`src/icmprm_pkg.sv`:
```
// Shared constants, codes and types for the ICMPv6 reply matcher.
package icmprm_pkg;

  localparam int DEF_MAX_FRAME_BYTES = 4096;

  // Frame offsets
  localparam int ETH_LEN      = 14;
  localparam int IP6_LEN      = 40;
  localparam int ICMP_HDR_LEN = 8;
  localparam int POS_NXT      = ETH_LEN + 6;
  localparam int POS_SRC      = ETH_LEN + 8;
  localparam int SRC_BYTES    = 16;
  localparam int POS_ICMP     = ETH_LEN + IP6_LEN;
  localparam int POS_HBH      = POS_ICMP + ICMP_HDR_LEN + IP6_LEN;

  // Inner ICMP offset reaches POS_HBH + 256*8 + 23
  localparam int OFS_W = 12;

  localparam logic [7:0] NH_ICMPV6    = 8'h3a;
  localparam logic [7:0] TYPE_PARAM_PROBLEM = 8'd4;

  // Round-trip arithmetic
  localparam int TW      = 42;
  localparam int PROD_W  = 63;
  localparam logic signed [20:0] USEC_PER_SEC  = 21'sd1000000;
  localparam logic signed [63:0] SEND_LIM      = 64'sh0000_0100_0000_0000;
  localparam logic signed [63:0] SEND_LIM_NEG  = -64'sh0000_0100_0000_0000;
  localparam logic signed [31:0] RTT_MAX       = 32'sh7fff_ffff;
  localparam logic signed [31:0] RTT_MIN       = 32'sh8000_0000;

  // Status codes
  localparam logic [2:0] ST_OK           = 3'd0;
  localparam logic [2:0] ST_NOT_ICMP     = 3'd1;
  localparam logic [2:0] ST_SRC_MISMATCH = 3'd2;
  localparam logic [2:0] ST_TOO_SHORT    = 3'd3;
  localparam logic [2:0] ST_INNER_BAD    = 3'd4;
  localparam logic [2:0] ST_ID_MISMATCH  = 3'd5;

  // Method codes
  localparam logic [1:0] M_DIRECT  = 2'd0;
  localparam logic [1:0] M_PARAM   = 2'd1;
  localparam logic [1:0] M_FOREIGN = 2'd3;

  // Configuration register indexes
  localparam int CFG_IDX_W = 3;
  localparam logic [CFG_IDX_W-1:0] CFG_EXPECTED_ID = 3'd0;
  localparam logic [CFG_IDX_W-1:0] CFG_OWN_ID      = 3'd1;
  localparam logic [CFG_IDX_W-1:0] CFG_FILTER_EN   = 3'd2;
  localparam logic [CFG_IDX_W-1:0] CFG_TARGET_HIGH = 3'd3;
  localparam logic [CFG_IDX_W-1:0] CFG_TARGET_LOW  = 3'd4;

  typedef struct packed {
    logic [15:0] expected_id;
    logic [15:0] own_id;
    logic        filter_en;
    logic [63:0] target_high;
    logic [63:0] target_low;
  } cfg_t;

  typedef struct packed {
    logic             nh_ok;
    logic             pp;
    logic             inner_ok;
    logic [OFS_W-1:0] inner_off;
    logic [15:0]      id;
    logic [63:0]      src_high;
    logic [63:0]      src_low;
    logic [63:0]      send_sec;
    logic [63:0]      send_usec;
    logic [31:0]      recv_sec;
    logic [19:0]      recv_usec;
  } frame_t;

  typedef struct packed {
    logic [2:0]          status;
    logic [1:0]          method;
    logic [63:0]         src_high;
    logic [63:0]         src_low;
    logic signed [TW-1:0] ds;
    logic signed [TW-1:0] du;
  } verdict_t;

endpackage

```
`src/icmprm_parser.sv`:
```
// Input register and per-byte frame parser; emits a frame summary on the last byte.
module icmprm_parser #(
  parameter int MAX_FRAME_BYTES = icmprm_pkg::DEF_MAX_FRAME_BYTES,
  parameter int LEN_W = 12
) (
  input  logic                 clk,
  input  logic                 rst,
  input  logic                 in_valid,
  output logic                 in_ready,
  input  logic [7:0]           data_byte,
  input  logic                 last_byte,
  input  logic [31:0]          recv_seconds,
  input  logic [19:0]          recv_microseconds,
  output logic                 frm_valid,
  input  logic                 frm_ready,
  output icmprm_pkg::frame_t   frm,
  output logic [LEN_W-1:0]     frm_len
);
  import icmprm_pkg::*;

  localparam int PW = $clog2(MAX_FRAME_BYTES + 1);

  logic             v0;
  logic [7:0]       b0;
  logic             last0;
  logic [31:0]      rs0;
  logic [19:0]      ru0;

  logic [PW-1:0]    pos;
  logic             nh_ok;
  logic             pp;
  logic             inner_ok;
  logic [OFS_W-1:0] inner_off;
  logic [15:0]      id;
  logic [15:0][7:0] src;
  logic [7:0][7:0]  sec;
  logic [7:0][7:0]  usec;

  logic [PW-1:0]    pos_next;
  logic             nh_ok_next;
  logic             pp_next;
  logic             inner_ok_next;
  logic [OFS_W-1:0] inner_off_next;
  logic [15:0]      id_next;
  logic [15:0][7:0] src_next;
  logic [7:0][7:0]  sec_next;
  logic [7:0][7:0]  usec_next;

  logic             take;
  logic             live;
  logic [LEN_W-1:0] p;
  logic [LEN_W-1:0] icmp;
  logic [LEN_W-1:0] d;
  logic [3:0]       k;

  assign take     = v0 && (!last0 || !frm_valid || frm_ready);
  assign in_ready = !v0 || take;

  always_comb begin
    live = pos < PW'(MAX_FRAME_BYTES);
    p    = LEN_W'(pos);
    icmp = pp ? LEN_W'(inner_off) : LEN_W'(POS_ICMP);
    d    = p - icmp;
    k    = 4'(p - LEN_W'(POS_SRC));

    pos_next       = pos;
    nh_ok_next     = nh_ok;
    pp_next        = pp;
    inner_ok_next  = inner_ok;
    inner_off_next = inner_off;
    id_next        = id;
    src_next       = src;
    sec_next       = sec;
    usec_next      = usec;

    if (live) begin
      pos_next = pos + PW'(1);
      if (p == LEN_W'(POS_NXT)) nh_ok_next = (b0 == NH_ICMPV6);
      if (p >= LEN_W'(POS_SRC) && p < LEN_W'(POS_SRC + SRC_BYTES)) begin
        src_next[4'd15 - k] = b0;
      end
      if (p == LEN_W'(POS_ICMP)) pp_next = (b0 == TYPE_PARAM_PROBLEM);
      if (pp) begin
        if (p == LEN_W'(POS_HBH)) inner_ok_next = (b0 == NH_ICMPV6);
        if (p == LEN_W'(POS_HBH + 1)) begin
          inner_off_next = OFS_W'(POS_HBH) + ((OFS_W'(b0) + OFS_W'(1)) << 3);
        end
      end
      if (p > LEN_W'(POS_ICMP) && p >= icmp) begin
        if (d == LEN_W'(4)) id_next[7:0] = b0;
        if (d == LEN_W'(5)) id_next[15:8] = b0;
        if (d >= LEN_W'(8) && d < LEN_W'(16)) sec_next[d[2:0]] = b0;
        if (d >= LEN_W'(16) && d < LEN_W'(24)) usec_next[d[2:0]] = b0;
      end
    end
  end

  always_ff @(posedge clk) begin
    if (rst) begin
      v0 <= 1'b0;
    end else if (in_ready) begin
      v0 <= in_valid;
    end
    if (in_valid && in_ready) begin
      b0    <= data_byte;
      last0 <= last_byte;
      rs0   <= recv_seconds;
      ru0   <= recv_microseconds;
    end
  end

  always_ff @(posedge clk) begin
    if (rst || (take && last0)) begin
      pos       <= '0;
      nh_ok     <= 1'b0;
      pp        <= 1'b0;
      inner_ok  <= 1'b0;
      inner_off <= '0;
      id        <= '0;
      src       <= '0;
      sec       <= '0;
      usec      <= '0;
    end else if (take) begin
      pos       <= pos_next;
      nh_ok     <= nh_ok_next;
      pp        <= pp_next;
      inner_ok  <= inner_ok_next;
      inner_off <= inner_off_next;
      id        <= id_next;
      src       <= src_next;
      sec       <= sec_next;
      usec      <= usec_next;
    end
  end

  always_ff @(posedge clk) begin
    if (rst) begin
      frm_valid <= 1'b0;
    end else if (!frm_valid || frm_ready) begin
      frm_valid <= take && last0;
    end
    if (take && last0) begin
      frm.nh_ok     <= nh_ok_next;
      frm.pp        <= pp_next;
      frm.inner_ok  <= inner_ok_next;
      frm.inner_off <= inner_off_next;
      frm.id        <= id_next;
      frm.src_high  <= src_next[15:8];
      frm.src_low   <= src_next[7:0];
      frm.send_sec  <= sec_next;
      frm.send_usec <= usec_next;
      frm.recv_sec  <= rs0;
      frm.recv_usec <= ru0;
      frm_len       <= LEN_W'(pos_next);
    end
  end

endmodule

```
`src/icmprm_verdict.sv`:
```
// Verdict stage: status and method checks, clamped send time differences.
module icmprm_verdict #(
  parameter int LEN_W = 12
) (
  input  logic                 clk,
  input  logic                 rst,
  input  icmprm_pkg::cfg_t     cfg,
  input  logic                 in_valid,
  output logic                 in_ready,
  input  icmprm_pkg::frame_t   frm,
  input  logic [LEN_W-1:0]     len,
  output logic                 out_valid,
  input  logic                 out_ready,
  output icmprm_pkg::verdict_t vd
);
  import icmprm_pkg::*;

  logic [LEN_W-1:0]     icmp;
  logic                 src_hit;
  logic [2:0]           status;
  logic [1:0]           method;
  logic signed [63:0]   sec_s;
  logic signed [63:0]   usec_s;
  logic signed [TW-1:0] ss;
  logic signed [TW-1:0] su;
  logic signed [TW-1:0] ds;
  logic signed [TW-1:0] du;

  assign in_ready = !out_valid || out_ready;

  always_comb begin
    icmp    = frm.pp ? LEN_W'(frm.inner_off) : LEN_W'(POS_ICMP);
    src_hit = (frm.src_high == cfg.target_high) && (frm.src_low == cfg.target_low);

    status = ST_OK;
    if (len <= LEN_W'(POS_NXT)) status = ST_TOO_SHORT;
    else if (!frm.nh_ok) status = ST_NOT_ICMP;
    else if (cfg.filter_en && len < LEN_W'(POS_SRC + SRC_BYTES)) status = ST_TOO_SHORT;
    else if (cfg.filter_en && !src_hit) status = ST_SRC_MISMATCH;
    else if (len <= LEN_W'(POS_ICMP)) status = ST_TOO_SHORT;
    else if (frm.pp && len <= LEN_W'(POS_HBH)) status = ST_TOO_SHORT;
    else if (frm.pp && !frm.inner_ok) status = ST_INNER_BAD;
    else if (frm.pp && len <= LEN_W'(POS_HBH + 1)) status = ST_TOO_SHORT;
    else if (len <= icmp + LEN_W'(5)) status = ST_TOO_SHORT;
    else if (frm.id != cfg.expected_id) status = ST_ID_MISMATCH;
    else if (len <= icmp + LEN_W'(23)) status = ST_TOO_SHORT;

    if (status != ST_OK) method = M_DIRECT;
    else if (frm.pp) method = M_PARAM;
    else if (frm.id != cfg.own_id) method = M_FOREIGN;
    else method = M_DIRECT;

    sec_s  = $signed(frm.send_sec);
    usec_s = $signed(frm.send_usec);
    if (sec_s > SEND_LIM) ss = SEND_LIM[TW-1:0];
    else if (sec_s < SEND_LIM_NEG) ss = SEND_LIM_NEG[TW-1:0];
    else ss = $signed(sec_s[TW-1:0]);
    if (usec_s > SEND_LIM) su = SEND_LIM[TW-1:0];
    else if (usec_s < SEND_LIM_NEG) su = SEND_LIM_NEG[TW-1:0];
    else su = $signed(usec_s[TW-1:0]);

    if (status == ST_OK) begin
      ds = $signed({{(TW-32){1'b0}}, frm.recv_sec}) - ss;
      du = $signed({{(TW-20){1'b0}}, frm.recv_usec}) - su;
    end else begin
      ds = '0;
      du = '0;
    end
  end

  always_ff @(posedge clk) begin
    if (rst) begin
      out_valid <= 1'b0;
    end else if (in_ready) begin
      out_valid <= in_valid;
    end
    if (in_valid && in_ready) begin
      vd.status   <= status;
      vd.method   <= method;
      vd.src_high <= frm.src_high;
      vd.src_low  <= frm.src_low;
      vd.ds       <= ds;
      vd.du       <= du;
    end
  end

endmodule

```
`src/icmprm_rtt.sv`:
```
// Round-trip time: seconds scaling stage, then add, saturate and result register.
module icmprm_rtt (
  input  logic                 clk,
  input  logic                 rst,
  input  logic                 in_valid,
  output logic                 in_ready,
  input  icmprm_pkg::verdict_t vd,
  output logic                 out_valid,
  input  logic                 out_ready,
  output logic [2:0]           status,
  output logic [1:0]           method,
  output logic [63:0]          source_addr_high,
  output logic [63:0]          source_addr_low,
  output logic [31:0]          round_trip_us
);
  import icmprm_pkg::*;

  logic                     mv;
  logic                     m_ready;
  logic [2:0]               m_status;
  logic [1:0]               m_method;
  logic [63:0]              m_src_high;
  logic [63:0]              m_src_low;
  logic signed [PROD_W-1:0] prod;
  logic signed [TW-1:0]     m_du;

  logic signed [PROD_W-1:0] prod_next;
  logic signed [PROD_W:0]   total;
  logic [31:0]              rtt_next;

  assign m_ready  = !out_valid || out_ready;
  assign in_ready = !mv || m_ready;

  always_comb begin
    prod_next = $signed(vd.ds) * USEC_PER_SEC;
    total     = prod + m_du;
    if (total > RTT_MAX) rtt_next = RTT_MAX;
    else if (total < RTT_MIN) rtt_next = RTT_MIN;
    else rtt_next = total[31:0];
  end

  always_ff @(posedge clk) begin
    if (rst) begin
      mv <= 1'b0;
    end else if (in_ready) begin
      mv <= in_valid;
    end
    if (in_valid && in_ready) begin
      m_status   <= vd.status;
      m_method   <= vd.method;
      m_src_high <= vd.src_high;
      m_src_low  <= vd.src_low;
      prod       <= prod_next;
      m_du       <= vd.du;
    end
  end

  always_ff @(posedge clk) begin
    if (rst) begin
      out_valid <= 1'b0;
    end else if (m_ready) begin
      out_valid <= mv;
    end
    if (mv && m_ready) begin
      status           <= m_status;
      method           <= m_method;
      source_addr_high <= m_src_high;
      source_addr_low  <= m_src_low;
      round_trip_us    <= rtt_next;
    end
  end

endmodule

```
`src/icmpv6_reply_matcher_rtt_top.sv`:
```
// Top level of the ICMPv6 reply matcher with round-trip time.
//
//   channel  direction  handshake            payload
//   s_       in         s_tvalid / s_tready  s_tdata, s_tlast (one frame byte per item)
//   m_       out        m_tvalid / m_tready  m_tdata (one verdict per frame)
//   cfg_     in         cfg_valid/cfg_ready  cfg_index, cfg_data (register write)
//
// One byte item per cycle while s_tready is high. After the last byte is accepted,
// a verdict passes in turn through input register, parser, verdict, seconds scaling, saturate.
// Reset is synchronous; it clears frame state, pipeline valids and config registers.
// s_tready drops only when the input register holds a last byte, every later stage is full and m_tready is low.
module icmpv6_reply_matcher_rtt_top #(
  parameter int MAX_FRAME_BYTES = icmprm_pkg::DEF_MAX_FRAME_BYTES
) (
  input  logic                             clk,
  input  logic                             rst,
  input  logic                             s_tvalid,
  output logic                             s_tready,
  input  logic [63:0]                      s_tdata,  // data_byte, recv_seconds, recv_microseconds
  input  logic                             s_tlast,  // last_byte
  output logic                             m_tvalid,
  input  logic                             m_tready,
  output logic [167:0]                     m_tdata,  // status, method, source_addr_high,
                                                     // source_addr_low, round_trip_us
  input  logic                             cfg_valid,
  output logic                             cfg_ready,
  input  logic [icmprm_pkg::CFG_IDX_W-1:0] cfg_index,
  input  logic [63:0]                      cfg_data
);
  import icmprm_pkg::*;

  localparam int PW    = $clog2(MAX_FRAME_BYTES + 1);
  localparam int LEN_W = (PW > OFS_W) ? PW : OFS_W;

  cfg_t             cfg;
  logic             frm_valid;
  logic             frm_ready;
  frame_t           frm;
  logic [LEN_W-1:0] frm_len;
  logic             vd_valid;
  logic             vd_ready;
  verdict_t         vd;
  logic [2:0]       status;
  logic [1:0]       method;
  logic [63:0]      source_addr_high;
  logic [63:0]      source_addr_low;
  logic [31:0]      round_trip_us;

  assign cfg_ready = 1'b1;

  always_ff @(posedge clk) begin
    if (rst) begin
      cfg <= '0;
    end else if (cfg_valid) begin
      unique case (cfg_index)
        CFG_EXPECTED_ID: cfg.expected_id <= cfg_data[15:0];
        CFG_OWN_ID:      cfg.own_id      <= cfg_data[15:0];
        CFG_FILTER_EN:   cfg.filter_en   <= cfg_data[0];
        CFG_TARGET_HIGH: cfg.target_high <= cfg_data;
        CFG_TARGET_LOW:  cfg.target_low  <= cfg_data;
        default: ;
      endcase
    end
  end

  icmprm_parser #(
    .MAX_FRAME_BYTES(MAX_FRAME_BYTES),
    .LEN_W(LEN_W)
  ) u_parser (
    .clk(clk),
    .rst(rst),
    .in_valid(s_tvalid),
    .in_ready(s_tready),
    .data_byte(s_tdata[7:0]),
    .last_byte(s_tlast),
    .recv_seconds(s_tdata[39:8]),
    .recv_microseconds(s_tdata[59:40]),
    .frm_valid(frm_valid),
    .frm_ready(frm_ready),
    .frm(frm),
    .frm_len(frm_len)
  );

  icmprm_verdict #(
    .LEN_W(LEN_W)
  ) u_verdict (
    .clk(clk),
    .rst(rst),
    .cfg(cfg),
    .in_valid(frm_valid),
    .in_ready(frm_ready),
    .frm(frm),
    .len(frm_len),
    .out_valid(vd_valid),
    .out_ready(vd_ready),
    .vd(vd)
  );

  icmprm_rtt u_rtt (
    .clk(clk),
    .rst(rst),
    .in_valid(vd_valid),
    .in_ready(vd_ready),
    .vd(vd),
    .out_valid(m_tvalid),
    .out_ready(m_tready),
    .status(status),
    .method(method),
    .source_addr_high(source_addr_high),
    .source_addr_low(source_addr_low),
    .round_trip_us(round_trip_us)
  );

  assign m_tdata = {3'b000, round_trip_us, source_addr_low, source_addr_high, method, status};

  a_stall_only_when_full: assert property (@(posedge clk) disable iff (rst)
    !s_tready |-> m_tvalid && !m_tready)
    else $error("input stalled while the pipeline has room");

  a_reject_is_bare: assert property (@(posedge clk) disable iff (rst)
    m_tvalid && status != ST_OK |-> method == M_DIRECT && round_trip_us == 32'd0)
    else $error("rejected frame carries method or round-trip time");

  a_foreign_is_accepted: assert property (@(posedge clk) disable iff (rst)
    m_tvalid && (method == M_FOREIGN || method == M_PARAM) |-> status == ST_OK)
    else $error("method set on a rejected frame");

endmodule
```
`config.mk`:
```
export PLATFORM = sky130hd
export DESIGN_NAME = icmpv6_reply_matcher_rtt_top
export DESIGN_NICKNAME = d
export VERILOG_FILES = /design/src/icmprm_pkg.sv /design/src/icmprm_parser.sv /design/src/icmprm_verdict.sv /design/src/icmprm_rtt.sv /design/src/icmpv6_reply_matcher_rtt_top.sv
export SDC_FILE = /design/constraint.sdc
export NUM_CORES = 2
export LEC_CHECK = 0
export BUFFER_PORTS_ARGS = -buffer_cell sky130_fd_sc_hd__buf_2
export CAP_MARGIN = 20
export CORE_ASPECT_RATIO = 1.5
export CORE_UTILIZATION = 56
export CTS_CLUSTER_DIAMETER = 80
export DETAILED_ROUTE_END_ITERATION = 16
export HOLD_SLACK_MARGIN = 0.15
export PLACE_DENSITY = 0.85
export SLEW_MARGIN = 15
export SYNTH_ARGS = -nofsm -noshare
export SYNTH_HDL_FRONTEND = slang
export SYNTH_SLANG_ARGS = --single-unit
```
`constraint.sdc`:
```
create_clock -name clk -period 19.76 [get_ports clk]
set_input_delay 0.988 -clock clk [delete_from_list [all_inputs] [get_ports clk]]
set_output_delay 0.988 -clock clk [all_outputs]
set_load 0.01 [all_outputs]
```
After elaboration in Yosys (flattened, before gate mapping)
Index checks and enable logic that the tools add are counted.
- flip-flop bits (word level): 1493
- bits of input ports: 137
- output and inout bits: 171
- logic and storage cells: 229
- add/subtract/negate cells: 11
- multipliers: 1
- $lt $le $gt $ge: 26
- eq/ne operators: 16
- mux-type cells: 50
- reduce and logical (&&, ||, !) cells: 43
- operators by type and width (kind ; number):
    2-to-1 mux 64 bit ; 6
    2-to-1 mux 128 bit ; 2
    2-to-1 mux 42 bit ; 4
    bitwise mux 128 bit ; 1
    bitwise mux 64 bit ; 2
    equality test 64 bit ; 2
    > comparator 64 x 42 -> 1 bit, second input constant ; 2
    less-than comparator 64 x 41 -> 1 bit, second input constant ; 2
    adder 63 x 42 -> 64 bit ; 1
    > comparator 64 x 32 -> 1 bit, second input constant ; 1
    less-than comparator 64 x 32 -> 1 bit, second input constant ; 1
    2-to-1 mux 12 bit ; 5
    multiplier 42 x 15 -> 57 bit, second input constant ; 1
    subtractor 21 x 42 -> 42 bit ; 1
    subtractor 33 x 42 -> 42 bit ; 1
    demux 8 bit (select 4 bit) ; 1
    2-to-1 mux 16 bit ; 2
    2-to-1 mux 32 bit ; 1
    2-to-1 mux 8 bit ; 4
    inequality test 16 bit ; 2
    2-to-1 mux 3 bit ; 10
    equality test 13 x 3 -> 1 bit, second input constant ; 2
    equality test 13 x 7 -> 1 bit, second input constant ; 2
    >= comparator 13 x 5 -> 1 bit, second input constant ; 2
    other kinds (40) ; 89

Logic depth before layout (Yosys ltp)
- depth in word-level cells: 16
- mapped depth: 30
- gate-level depth less buffers: 27

Cells and area by module
Synthesis repeated with hierarchy kept, for this count alone.
- cell total of the unflattened synthesis: 6203
- area total of the unflattened synthesis: 75861.5 µm²
- modules (own cells, without submodules) (module ; times used ; cells an instance ; area each (µm²) ; sequential area each (µm²)):
    icmprm_parser ; 1 ; 2185 ; 29077.9 ; 18447.7
    icmprm_rtt ; 1 ; 2086 ; 26357.8 ; 11961.5
    icmprm_verdict ; 1 ; 1327 ; 13847.0 ; 6536.3
    icmpv6_reply_matcher_rtt_top ; 1 ; 605 ; 6578.8 ; 3223.1

Worst setup path after synthesis
Ideal clock, no wire load.
- path type: input to register
- start point: in m_tready
- end point: reg u_rtt.m_du[0] (enable)
- arrival time: 17767 ps
- required time: 18580 ps
- path slack: 813 ps
- stages: 2
- buffers on the path: 0
- cells stage by stage: nor2b_1 > a21boi_0
- word-level cells in the longest chain between the ends: 3
- ends and longest elaborated chain (element ; line ; RTL):
    from (decl) ; icmpv6_reply_matcher_rtt_top.sv:22 ; input logic m_tready,
    logical OR 1 bit ; icmprm_rtt.sv:31 ; assign m_ready = !out_valid || out_ready;
    logical OR 1 bit ; icmprm_rtt.sv:32 ; assign in_ready = !mv || m_ready;
    logical AND 1 bit ; icmprm_rtt.sv:48 ; if (in_valid && in_ready) begin
    to (signal assigned) ; icmprm_rtt.sv:54 ; m_du <= vd.du;
    to (decl) ; icmprm_rtt.sv:25 ; logic signed [TW-1:0] m_du;
No other way between the ends.
A chain may end at the register's enable or synchronous reset.

Worst setup path in the final report
- start point: reg, netlist name u_parser.frm[72]
- end point: reg, netlist name u_verdict.vd[28]
- word-level cells in the longest chain between the ends: 4
- elaborated cells on any way between the ends: 5
- those cells by class: add/sub (1); order compare (2); mux (2)
- ends and longest elaborated chain (element ; line ; RTL):
    less-than comparator 64 x 41 -> 1 bit ; icmprm_verdict.sv:59 ; else if (usec_s < SEND_LIM_NEG) su = SEND_LIM_NEG[TW-1:0];
    2-to-1 mux 42 bit ; icmprm_verdict.sv:59 ;
    2-to-1 mux 42 bit * ; icmprm_verdict.sv:58 ; if (usec_s > SEND_LIM) su = SEND_LIM[TW-1:0];
    subtractor 21 x 42 -> 42 bit * ; icmprm_verdict.sv:64 ; du = $signed({{(TW-20){1'b0}}, frm.recv_usec}) - su;
Mark *: on every way between the ends. The rest lies on a longest branch, timed or not.

==> summary.md <==
| Metric | Value |
|---|---|
| Outcome | `finished clean` |
| Via count | `49900` |
| Number of synthesized flops with an enable pin | `1027` |
| Skew final | `0.0757 ns` |
| Grt peak-use layer | `met2` |
| Clock Path Buffers | `3` |
| Hold WC Path Type | `in -> reg` |
| Clk_lat worst skew | `0.84 ns` |
| Initial drt markers | `5217` |
| Gate count of the mapped netlist | `6193` |
| Multi-input gate area | `29300 µm²` |
| Comb pwr share | `29.1%` |
| CTS buffer count | `137` |
| Synth warn | `0` |
| Post-route minimum period | `7.83 ns` |
| Post-synth top cells | `edfxtp_1 (1027), nand2_1 (703), dfxtp_1 (466), nor2_1 (445), ha_1 (414)` |
| Most area-consuming cells after synthesis | `edfxtp_1 (43%), dfxtp_1 (13%), ha_1 (7.2%), fa_1 (5.7%), mux2_2 (3.8%)` |
| RSZ-0062 raised after global routing | `no` |
| Vias in the first global route | `49900` |
| Worst-Margin Slew | `1.10 ns` |
| Max VDD drop | `94.0 µV` |
| CTS tree | `built` |
| WL final | `193000 µm` |
| Total GRT Usage | `29.6%` |
| Cell Pwr Density | `114 nW/µm²` |
| Drt wl/cell | `23.4 µm` |
| Worst-path fanout max | `43` |
| Post-synth top area share | `42.9%` |
| Crit path capture type | `flop` |
| Share of cells above drive strength 1 | `13.0%` |
| P_sw | `2890 µW` |
| Core area | `127000 µm²` |
| Synthesized flop and latch total | `1493` |
| Met2 Resource Use GR | `50.4%` |
| Ys async rst share | `0%` |
| Nets | `7198` |
| CTS H-tree lvls | `4` |
| First-pass DRT Iterations | `8` |
| DIE AREA | `130000 µm²` |
| Port bufs | `299` |
| Max stage delay on crit path | `0.52 ns` |
| CP Class | `reg -> reg` |
| Met1 Resource Use GR | `33.4%` |
| Final hold vios | `0` |
| Slew HR | `26.7%` |
| Vias/cell | `6.03` |
| CTS resizes | `0` |
| Post-synthesis sequential area ratio | `55.9%` |
| Routability cong. | `0.960` |
| Seq pwr share | `39.4%` |
| Switching Fraction | `31.8%` |
| Worst path required time | `20.29 ns` |
| Maximum clock rate | `128 MHz` |
| Worst setup SP type | `flop` |
| Area Overhead vs Synth | `11.3%` |
| Slew Viols, Final | `0` |
| Grt met3 use | `4.95%` |
| Clock power share | `31.4%` |
| Yosys cell types | `75` |
| Post-DRT Antenna Nets | `0` |
| HPWL Detailed | `135000 µm` |
| Die Y-Extent | `441 µm` |
| Crit share post-route | `39.6%` |
| Overflow after GRT | `0` |
| Setup-failing EPs final | `0` |
| Int Power | `6190 µW` |
| Largest net degree at the start of global routing | `168` |
| Row count | `160` |
| Clock slew at reported path FFs | `0.07 ns` |
| Synth Flop Type | `edfxtp_1` |
| Initial antenna violation count | `27` |
| Cell taking the most area after synthesis | `edfxtp_1` |
| CTS Hold Bufs | `0` |
| Crit path DAT | `8.36 ns` |
| Post-Syn Area | `71900 µm²` |
| Tot Pwr | `9090 µW` |
| Critical Path Slowest Stage Cell | `or3_1` |
| Most frequent cell after synthesis | `edfxtp_1` |
| Die width | `294 µm` |
| Synthesized area per cell | `11.6 µm²` |
| Num ports | `308` |
| Post-CTS setup buffers | `0` |
| Max-Cap Viols | `0` |
| Leak | `0.0313 µW` |
| Register area | `40200 µm²` |
| Fillers | `9320` |
| DRC Markers | `0` |
| Setup TNS | `0 ns` |
| Initial Utilization | `56.6%` |
| Clk root buf | `clkbuf_16` |
| CTS sink count | `1493` |
| First-pass GRT wire length | `287000 µm` |
## kinds of logic after synthesis
family / count (synthesis) / synth area share, %
other cells: 2 / 0.0105
buf+inv: 651 / 3.44
fa+ha+maj: 617 / 12.9
compound gates: 1003 / 8.19
simple gates: 1827 / 11.4
xor+xnor: 338 / 4.12
flops: 1493 / 55.9
mux: 262 / 4.07
## power by group through the flow
| stage | logic (µW) | registers [µW] | clock network (µW) |
|---|---|---|---|
| floorplan | 1910 | 3650 | 0 |
| global placement | 2520 | 3650 | 0 |
| detailed placement | 2590 | 3650 | 0 |
| CTS | 2620 | 3580 | 2870 |
| global route | 2920 | 3590 | 2980 |
| finish | 2650 | 3580 | 2860 |
## worst paths after layout
check | slack [ns] | depth (start not counted) | endpoint | startpoint
setup / recovery | 11.93 | 29 | u_verdict.vd[28]$_SDFFCE_PP0P_ | u_parser.frm[72]$_DFFE_PP_
hold / removal | 0.34 | 1 | u_parser.ru0[3]$_DFFE_PP_ | s_tdata[43]
setup reg to reg | 11.93 | 29 | u_verdict.vd[28]$_SDFFCE_PP0P_ | u_parser.frm[72]$_DFFE_PP_
hold reg to reg | 0.39 | 0 | u_rtt.source_addr_high[18]$_DFFE_PP_ | u_rtt.m_src_high[18]$_DFFE_PP_
## critical path: cells and delay by family, from the launching register on
kind | cells | cell delay (ns)
fa+ha+maj | 2 | 0.40
buf+inv | 2 | 0.60
compound gates | 10 | 2.26
simple gates | 15 | 3.81
flops | 1 | 0.45
## per-stage QoR
step                hold slack (ns)  area (µm²)  util, %  instances  worst slack (ns)
floorplan                     0.400       71900        -       6195             0.813
global placement              0.400       75000     59.1       8001             12.28
detailed placement            0.405       75000     59.1       8002             12.11
CTS                           0.309       79900     63.0       8256             11.97
global route                  0.320       80000     63.0       8263             11.26
finish                        0.344       80000     63.0       8266             11.93
## sequential cells by signal (all words and copies together), names as in the netlist, 3 cells and up
name and flops:
u_rtt.m_du 42, u_rtt.round_trip_us 32, u_rtt.status 3, u_rtt.prod 57, u_parser.rs0 32, u_verdict.vd 217, u_parser.frm_len 13, u_parser.p 13
u_rtt.source_addr_low 64, u_rtt.m_src_high 64, cfg 161, u_parser.sec 64, u_rtt.m_status 3, u_parser.frm 339, u_rtt.m_src_low 64, u_parser.ru0 20
u_rtt.source_addr_high 64, u_parser.b0 8, u_parser.inner_off 12, u_parser.src 128, u_parser.usec 64, u_parser.id 16
## area by class of cell
cell class / instances / area share, %
repair buffers: 349 / 2.36
flip-flops and latches: 1493 / 50.2
clock buffers: 161 / 4.56
well taps: 1701 / 2.66
multi-input cells: 4051 / 36.7
clock inverters: 93 / 1.58
inverters: 412 / 1.93
diodes: 6 / 0.0188
## layout by cell type (no fill, tap or decap), types with 184 or more instances in the layout
master	synthesis	final
a21oi_1	393	393
buf_2	9	299
dfxtp_1	466	466
edfxtp_1	1027	1027
fa_1	203	203
ha_1	414	414
inv_1	411	411
mux2_2	241	241
nand2_1	703	702
nand3_1	186	184
nor2_1	445	442
o21ai_0	279	279
xnor2_1	221	221
## routing by layer
layer	share of wire [%]	up-vias
li1	-	22400
met1	34	24100
met2	49	2645
met3	8.6	746
met4	8.2	16
met5	0.056	-
No activity file was read; power rests on OpenSTA's default activity.
